[src/rtl/rbi_pkg.sv]
// rigid body integrator package: action codes, register indexes, widths
// and the shared fixed-point saturation helper; no dependencies
package rbi_pkg;

   localparam int FracBitsDefault = 16;

   localparam logic [2:0] ACT_FORCE      = 3'd0;
   localparam logic [2:0] ACT_FORCE_AT   = 3'd1;
   localparam logic [2:0] ACT_IMPULSE    = 3'd2;
   localparam logic [2:0] ACT_IMPULSE_AT = 3'd3;
   localparam logic [2:0] ACT_TORQUE     = 3'd4;
   localparam logic [2:0] ACT_TICK       = 3'd5;

   localparam logic [2:0] REG_STATIC     = 3'd0;
   localparam logic [2:0] REG_INV_MASS   = 3'd1;
   localparam logic [2:0] REG_INV_INERT  = 3'd2;
   localparam logic [2:0] REG_SPEED_LIM  = 3'd3;
   localparam logic [2:0] REG_SPIN_LIM   = 3'd4;
   localparam logic [2:0] REG_TIME_LIM   = 3'd5;

   // multiplier operand selects
   localparam logic [3:0] OP_NONE  = 4'd0;
   localparam logic [3:0] OP_FX    = 4'd1;
   localparam logic [3:0] OP_FY    = 4'd2;
   localparam logic [3:0] OP_TQ    = 4'd3;
   localparam logic [3:0] OP_VX    = 4'd4;
   localparam logic [3:0] OP_VY    = 4'd5;
   localparam logic [3:0] OP_W     = 4'd6;
   localparam logic [3:0] OP_IFX   = 4'd7;
   localparam logic [3:0] OP_IFY   = 4'd8;
   localparam logic [3:0] OP_RXFY  = 4'd9;
   localparam logic [3:0] OP_RYFX  = 4'd10;
   localparam logic [3:0] OP_CRI   = 4'd11;
   localparam logic [3:0] OP_SPD   = 4'd12;
   localparam logic [3:0] OP_LIM   = 4'd13;

   typedef struct packed {
      logic [3:0] op;
      logic       start;
      logic       load;
      logic       finish;
   } rbi_cmd_type;

   function automatic logic signed [31:0] sat32(input logic signed [33:0] v);
      if (v > 34'sd2147483647) return 32'sh7fffffff;
      if (v < -34'sd2147483648) return 32'sh80000000;
      return v[31:0];
   endfunction

endpackage

[src/rtl/rbi_ctrl.sv]
// rigid body integrator controller: sequences the shared multiplier
// depends on rbi_pkg
module rbi_ctrl (
   input  logic               clock,
   input  logic               reset,
   input  logic               req_go,
   input  logic [2:0]         req_act,
   input  logic               skip,
   output rbi_pkg::rbi_cmd_type cmd,
   output logic               busy
);
   import rbi_pkg::*;

   localparam logic [1:0] S_IDLE = 2'd0;
   localparam logic [1:0] S_RUN  = 2'd1;

   logic [1:0] state_ff, state_in;
   logic [3:0] step_ff, step_in;
   logic [2:0] act_ff, act_in;
   logic [3:0] last;

   always_comb begin
      unique case (act_ff)
         ACT_FORCE_AT:   last = 4'd3;
         ACT_IMPULSE:    last = 4'd2;
         ACT_IMPULSE_AT: last = 4'd6;
         ACT_TICK:       last = 4'd12;
         default:        last = 4'd0;
      endcase
   end

   always_comb begin
      cmd = '0;
      state_in = state_ff;
      step_in = step_ff;
      act_in = act_ff;
      busy = (state_ff != S_IDLE);
      unique case (state_ff)
         S_IDLE: begin
            if (req_go) begin
               cmd.load = 1'b1;
               act_in = req_act;
               step_in = '0;
               state_in = S_RUN;
            end
         end
         default: begin
            if (skip || step_ff >= last) begin
               cmd.finish = 1'b1;
               state_in = S_IDLE;
            end else begin
               cmd.start = 1'b1;
               step_in = step_ff + 4'd1;
               unique case (act_ff)
                  ACT_FORCE_AT: begin
                     unique case (step_ff)
                        4'd0: cmd.op = OP_RXFY;
                        4'd1: cmd.op = OP_RYFX;
                        default: cmd.op = OP_NONE;
                     endcase
                  end
                  ACT_IMPULSE:    cmd.op = (step_ff == 4'd0) ? OP_IFX : OP_IFY;
                  ACT_IMPULSE_AT: begin
                     unique case (step_ff)
                        4'd0: cmd.op = OP_IFX;
                        4'd1: cmd.op = OP_IFY;
                        4'd2: cmd.op = OP_RXFY;
                        4'd3: cmd.op = OP_RYFX;
                        4'd4: cmd.op = OP_NONE;
                        default: cmd.op = OP_CRI;
                     endcase
                  end
                  default: begin
                     unique case (step_ff)
                        4'd0: cmd.op = OP_FX;
                        4'd1: cmd.op = OP_FY;
                        4'd2: cmd.op = OP_TQ;
                        4'd3: cmd.op = OP_IFX;
                        4'd4: cmd.op = OP_IFY;
                        4'd5: cmd.op = OP_W;
                        4'd6: cmd.op = OP_VX;
                        4'd7: cmd.op = OP_VY;
                        4'd8: cmd.op = OP_CRI;
                        4'd9: cmd.op = OP_SPD;
                        4'd10: cmd.op = OP_RXFY;
                        default: cmd.op = OP_LIM;
                     endcase
                  end
               endcase
            end
         end
      endcase
   end

   always_ff @(posedge clock) begin
      if (reset) begin
         state_ff <= S_IDLE;
         step_ff <= '0;
         act_ff <= '0;
      end else begin
         state_ff <= state_in;
         step_ff <= step_in;
         act_ff <= act_in;
      end
   end
endmodule

[config.mk]
export PLATFORM = sky130hd
export DESIGN_NAME = rbi_ctrl
export DESIGN_NICKNAME = d
export VERILOG_FILES = /design/src/rtl/rbi_pkg.sv /design/src/rtl/rbi_ctrl.sv
export SDC_FILE = /design/constraint.sdc
export NUM_CORES = 1
export LEC_CHECK = 0
export BUFFER_PORTS_ARGS = -buffer_cell sky130_fd_sc_hd__buf_2
export CAP_MARGIN = 40
export CORE_MARGIN = 2
export CORE_UTILIZATION = 35
export DETAILED_ROUTE_END_ITERATION = 10
export PLACE_DENSITY = 0.59
export SLEW_MARGIN = 25
export SYNTH_ARGS = -nofsm -noshare
export SYNTH_HDL_FRONTEND = slang
export SYNTH_SLANG_ARGS = --single-unit
[constraint.sdc]
create_clock -name clock -period 3.89 [get_ports clock]
set_clock_uncertainty 0.2 [all_clocks]
set_input_delay 0.1945 -clock clock [delete_from_list [all_inputs] [get_ports clock]]
set_output_delay 0.1945 -clock clock [all_outputs]
set_load 0.03 [all_outputs]
[Word-level counts from Yosys, hierarchy flattened]
Memory sizes are Yosys's and may differ from the RTL's. A register that Yosys moved wholly into a read port is not among the register bits.
Index checks and enable logic that the tools add are counted.
Word-level totals
  output and inout bits: 8
  bits in registers: 9
  input bits: 7
  memories kept: 1
  word-level logic and storage cells: 43
  memory bits (read-only): 64
Memories
  (name not given): words 16, width 4, read ports 1, clocked after memory_dff 1, write ports 0, line rbi_ctrl.sv:74  | unique case (step_ff)
Cells by class
  order comparisons: 1
  $add $sub $neg: 1
  reductions and logical operators: 8
  muxes and demuxes: 19
  equality and inequality tests: 10
Operator list (count)
  $mux 4: 6
  $pmux 4 s5: 1
  $pmux 4 s4: 1
  $pmux 4 s3: 1
  $mux 5: 2
  $eq 4x2->1 const B: 2
  $pmux 4 s2: 1
  $eq 3x2->1 const B: 2
  $mux 2: 3
  $reduce_and 2->1: 3
  $add 4x1->4 const B: 1
  $eq 4x1->1 const B: 1
  $eq 4x3->1 const B: 1
  $ge 4x4->1: 1
  $logic_not 4->1: 1
  $mux 1: 4
  $reduce_bool 2->1: 2
  $eq 3x1->1 const B: 1
  $eq 3x3->1 const B: 1
  $logic_not 2->1: 1
  $ne 2x1->1 const B: 1
  $ne 2x2->1 const B: 1
  $logic_or 1x1->1: 1

[Depth between registers and ports, before layout]
Gate-level depths: netlist of the first run.
  depth in word-level cells: 8
  depth in mapped cells: 13
  gate-level depth less buffers: 11

[Worst setup path before layout of the first run]
No wires, ideal clock.
  kind: register -> register
  from: register act_ff[1]
  to: register (tool-made name)
  buffers on the path: 2
  period minus slack after synthesis: 2833 ps
  setup time: 73 ps
  required time: 3617 ps
  slack: 1057 ps
  stages on the path, launching flop included: 13
  arrival: 2559 ps
  cell sequence: dfxtp_1 clkbuf_1 inv_1 and3_1 ha_1 nor3b_2 o211ai_2 buf_6 clkinv_4 a21boi_2 o21a_4 or4_1 o211ai_2
RTL lines
  from (decl): line rbi_ctrl.sv:19  | logic [2:0] act_ff, act_in;
  from (signal assigned): line rbi_ctrl.sv:103  | act_ff <= act_in;

==> flow_summary.yaml, run 1 <==
status:
  status: "finished clean"
clock_network:
  cts.sinks: 12
  cts_root_buf: "clkbuf_4"
  cts_buffer_depth: 2
  clkLatencyLatePin_ns: 0.28
  cts_made_buffers: 3
  path_clk_slew_ns: 0.09
  htree_levels: 1
  cts_setup_buffers: 0
  post_cts_resized: 0
  cts_tree: "built"
die:
  die-area_sq_mm: 0.002907
  rows: 18
  die_x_microns: 53.92
  core_region_area_sq_mm: 0.002410
  ioPinCount: 15
  die_h_microns: 53.92
  initial_core_util_pct: 36.19
synth:
  ys_seq_area_share_pct: 27.55
  synthArstFlopShare_pct: 0
  synth_top_area_share_pct: 27.55
  synth_seq_cells: 12
  yosys_most_used_dff: "dfxtp_1"
  avgSynthCellArea_sq_um: 8.150
  syn-cell-area_sq_um: 872.1
  ys_types: 38
  synth_edf_count: 0
  yosysWarnings: 0
  syn_nets: 122
  synth_common_cells: "dfxtp_1, a21oi_1, ha_1, inv_1, nor2_1"
  synth_most_common_cell: "dfxtp_1"
  synth_area_leaders: "dfxtp_1, ha_1, a21oi_1"
  syn_inst: 107
  synth_top_area_cell: "dfxtp_1"
pwr:
  power_density_mw_per_mm2: 270.9
  net-switching-power_w: 0.00007932
  switching_share_pct: 27.89
  p_comb_share_pct: 17.5
  seq_power_share_pct: 46.5
  p_leak_nw: 0.4641
  power_frac_clock_pct: 36.0
  p_int_w: 0.0002050
  vdd_ir_drop_max_mv: 0.2002
sta:
  fin_setup_tns_ns: 0
  slew_viol_final: 0
  hold_viol: 0
  max_clock_freq_mhz: 327.3
  timing.slew.headroom_pct: 60.90
  layout_setup_ws_ns: 0.8348
  layout_min_cycle_time_ns: 3.055
  finalCritPeriodShare_pct: 78.54
  worst_pin_slew_ns: 0.5853
  rsz0062_at_grt: "false"
  finalSetupViolations: 0
worst_setup_path:
  crit_path_end_kind: "flop"
  critPathRequiredTime_ns: 3.85
  arrival_ns: 3.01
  critPathMaxFanout: 11
  crit_type: "flop to flop"
  cp-start-kind: "flop"
global_routing:
  grt_pass1_vias: 757
  grt.total_usage_pct: 16.10
  grt_pass1_wl_mm: 3.374
  grt_overflow: 0
  antenna_found_initial: 0
  grt_max_degree: 12
place:
  place.port_buffers: 14
  gp_congestion: 0.8107
  postPlaceCellArea_sq_um: 953.4
  dp_slack_ns: 0.9076
  dp_hpwl_mm: 1.525
layout:
  syn2layout_area_growth_pct: 20.37
  antenna_cells: 0
  final_cell_area_sq_mm: 0.001050
  nets: 142
  drive_above_1_share_pct: 20.63
routing:
  top_layer_used: "met4"
  wl_met3_microns: 104
  vias_per_cell: 5.205
  first_iter_violations: 14
  routedWlPerCell_microns: 13.22
  post-route-drc-count: 0
  met2_wirelength_mm: 1.015
  met1_length_microns: 933
  drtAntennaViolNets: 0
  num_vias: 812
  drt-total-wl_mm: 2.062
  first_pass_iters: 4
flow_run:
  maxCapViolations: 0
hold_path:
  min_path_type: "input port to flop"
## power groups by stage
stage	clock [W]	combinational, W	sequential [W]
final	0.000102	0.0000498	0.000132
after global routing	0.000108	0.0000551	0.000133
after CTS	0.000103	0.0000494	0.000132
after detailed placement	0	0.0000443	0.000135
after global placement	0	0.0000436	0.000135
after floorplan	0	0.0000347	0.000133
## cells in the final DEF, fill, tap and decap left out, types with 4 or more instances in the layout
cell           Yosys  final
a21oi_1            9      9
buf_2              0     14
dfxtp_1           12     12
dlygate4sd3_1      0      6
ha_1               8      8
inv_1              8      8
nand2_1            7      7
nor2_1             8      8
nor3_1             4      4
o21ai_0            6      6
## routing by layer
layer,track usage (%),vias to the layer above
met1,20.91,378
met3,5.000,2
met4,4.274,0
met2,25.61,16
li1,-,416
met5,0,-
## kinds of logic after synthesis
logic type,share of synthesized area (%)
compound gates,24.53
xor+xnor,2.009
fa+ha+maj,12.63
buf+inv,7.460
flops,27.55
mux,3.443
simple gates,22.38
## path summary, 6_finish.rpt
path | from | endpoint | slack [ns] | depth (start not counted)
worst min-delay path | skip | state_ff[0] | 0.36 | 5
worst max register to register | act_ff[1] | flop | 0.83 | 8
worst max-delay path | act_ff[1] | flop | 0.83 | 8
worst min register to register | step_ff[2] | flop | 0.54 | 2
## metrics by stage
stage / std cells / hold slack [ns] / power, W / util, %
after floorplan: 107 / 0.06611 / 0.0001673 / -
after global placement: 146 / 0.2374 / 0.0001784 / 39.56
after detailed placement: 146 / 0.2272 / 0.0001791 / 39.56
after CTS: 156 / 0.3699 / 0.0002845 / 43.56
after global routing: 156 / 0.4157 / 0.0002962 / 43.56
final: 156 / 0.3631 / 0.0002844 / 43.56
## critical path, stage by stage (launching register included)
cell      delay [ns]
dfxtp_1         0.42
o21ai_1         0.42
ha_1            0.32
o211ai_1        0.24
o211ai_2        0.25
o21a_1          0.25
o21ai_1         0.32
nand2b_1        0.15
maj3_1          0.36
## what timing repair did
action | CTS | global route
hold endpoints to repair | 4 | 0
hold buffers | 6 | 0
endpoints found under the setup margin | 0 | 0
## area by class of cell
class	count	area [sq um]
fill	234	1360
tap	30	37.54
clock buffer	4	36.28
inverter	9	38.79
sequential	12	240.2
timing repair buffer	20	130.1
multi-input combinational	81	566.8
No activity file was read; power rests on OpenSTA's default activity.
==> run 2, diff against run 1 <==
==> constraint.sdc (replaced) <==
create_clock -name clock -period 2.9 [get_ports clock]
set_clock_uncertainty 0.2 [all_clocks]
set_input_delay 0.145 -clock clock [delete_from_list [all_inputs] [get_ports clock]]
set_output_delay 0.145 -clock clock [all_outputs]
set_load 0.03 [all_outputs]
==> flow_summary.yaml, run 2 (same netlist as run 1, synthesis figures left out) <==
clock_network:
  cts_tree: "built"
  path_clk_slew_ns: 0.09
  htree_levels: 1
  cts_buffer_depth: 2
  cts_root_buf: "clkbuf_4"
  clkLatencyLatePin_ns: 0.29
  cts_made_buffers: 3
  cts.sinks: 12
layout:
  syn2layout_area_growth_pct: 29.41
  antenna_cells: 0
  layout_commonest_cell: "buf_2"
  nets: 151
  final_cell_mix: "buf_2, dfxtp_1, buf_4"
  drive_above_1_share_pct: 28.89
global_routing:
  met3_usage_pct: 5.000
  grt_overflow: 0
  grt_pass1_wl_mm: 3.305
  use_met1_pct: 21.11
  grt.total_usage_pct: 16.63
  grt_use_met2_pct: 27.44
  grt_max_degree: 9
  busiest_layer: "met2"
  grt_pass1_vias: 707
  antenna_found_initial: 0
worst_setup_path:
  cp.buffers_inverters: 2
  critPathRequiredTime_ns: 2.91
  r2r_slack_ns: 0.16
  worstPathCellList: "inv_2, o21ai_1, ha_1, o211ai_1, o211ai_4, clkinv_4, a21boi_2, o21a_4, or4_1, o211ai_2"
  arrival_ns: 2.74
  cp-start-kind: "flop"
  rr_startpoint: "act_ff[2]"
  critPathTopFamily: "compound AO/OA/AOI/OAI gates"
  slowest_delay_ns: 0.54
  r2r_cells: 10
  crit_slowest_cell: "or4_1"
  crit_type: "flop to flop"
  crit_path_end_kind: "flop"
  critPathMaxFanout: 8
routing:
  routedWlPerCell_microns: 13.25
  drt-total-wl_mm: 2.187
  first_pass_iters: 4
  drtAntennaViolNets: 0
  num_vias: 865
  first_iter_violations: 33
  post-route-drc-count: 0
  vias_per_cell: 5.242
sta:
  finalCritPeriodShare_pct: 94.37
  layout_min_cycle_time_ns: 2.737
  fin_hold_ws_ns: 0.2151
  slew_viol_final: 0
  hold_viol: 0
  timing.slew.headroom_pct: 75.66
  finalSetupViolations: 0
  max_clock_freq_mhz: 365.4
  worst_pin_slew_ns: 0.3635
status:
  status: "finished clean"
hold_path:
  min_path_cells: 5
  hold_end: "act_ff[1]"
  min_path_type: "input port to flop"
  hp-start: "req_go"
die:
  core_region_area_sq_mm: 0.002410
  die_x_microns: 53.92
  die_h_microns: 53.92
  ioPinCount: 15
  rows: 18
  initial_core_util_pct: 36.19
  die-area_sq_mm: 0.002907
place:
  place.port_buffers: 14
  dp_hpwl_mm: 1.639
  gp_congestion: 0.8465
pwr:
  vdd_ir_drop_max_mv: 0.3126
  power_density_mw_per_mm2: 349.1
  power.total_w: 0.0003940
  p_leak_nw: 0.5048
flow_run:
  maxCapViolations: 0
[run 2: cell type report]
cell class              instances  area [sq um]
repair buffers                 29         195.2
well taps                      30         37.54
inverters                       9         38.79
clock buffers                   4         36.28
fillers                       249          1281
multi-input cells              81         579.3
flip-flops and latches         12         241.5
[run 2: repair_timing]
item,4_1_cts,5_1_grt
endpoints found under the setup margin,0,5
resized for setup,0,4
hold endpoints to repair,4,0
hold buffers,5,0
buffers inserted,0,0
[run 2: layer usage]
metal / vias to the layer above / routed length (microns)
met5: - / 0
met4: 0 / 11
met3: 2 / 152
met2: 31 / 1105
met1: 399 / 918
li1: 433 / -
[run 2: worst max path at each step]
| stage | from | slack (ns) | cells after the start | endpoint |
|---|---|---|---|---|
| after floorplan | act_ff[1] | 0.07 | 12 | flop |
| after global placement | act_ff[1] | 0.18 | 11 | flop |
| after detailed placement | act_ff[1] | 0.11 | 9 | flop |
| after CTS | act_ff[1] | 0.08 | 9 | flop |
| after global routing | act_ff[2] | -0.01 | 11 | flop |
| final | act_ff[2] | 0.16 | 10 | flop |
[run 2: worst register-to-register path, cell delays in order (launching register included)]
cell      delay, ns
dfxtp_1        0.41
inv_2          0.09
o21ai_1        0.15
ha_1           0.28
o211ai_1       0.34
o211ai_4       0.19
clkinv_4       0.09
a21boi_2       0.05
o21a_4         0.23
or4_1          0.54
o211ai_2       0.08
[run 2: through the flow]
stage,utilization [%],TNS (ns),area (sq um),setup WS (ns),std cells
after CTS,46.26,0,1115,0.07694,165
after global placement,42.68,0,1028,0.1833,156
final,46.83,0,1129,0.1631,165
after global routing,46.83,-0.01970,1129,-0.01172,165
after floorplan,-,0,872.1,0.06747,107
after detailed placement,42.68,0,1028,0.1125,156
[run 2: where the power goes]
group / internal (W) / switching (W) / total (W)
logic: 0.0000358 / 0.0000432 / 0.0000791
clock network: 0.0000765 / 0.0000628 / 0.000139
registers: 0.000170 / 0.00000589 / 0.000176
total: 0.000282 / 0.000112 / 0.000394
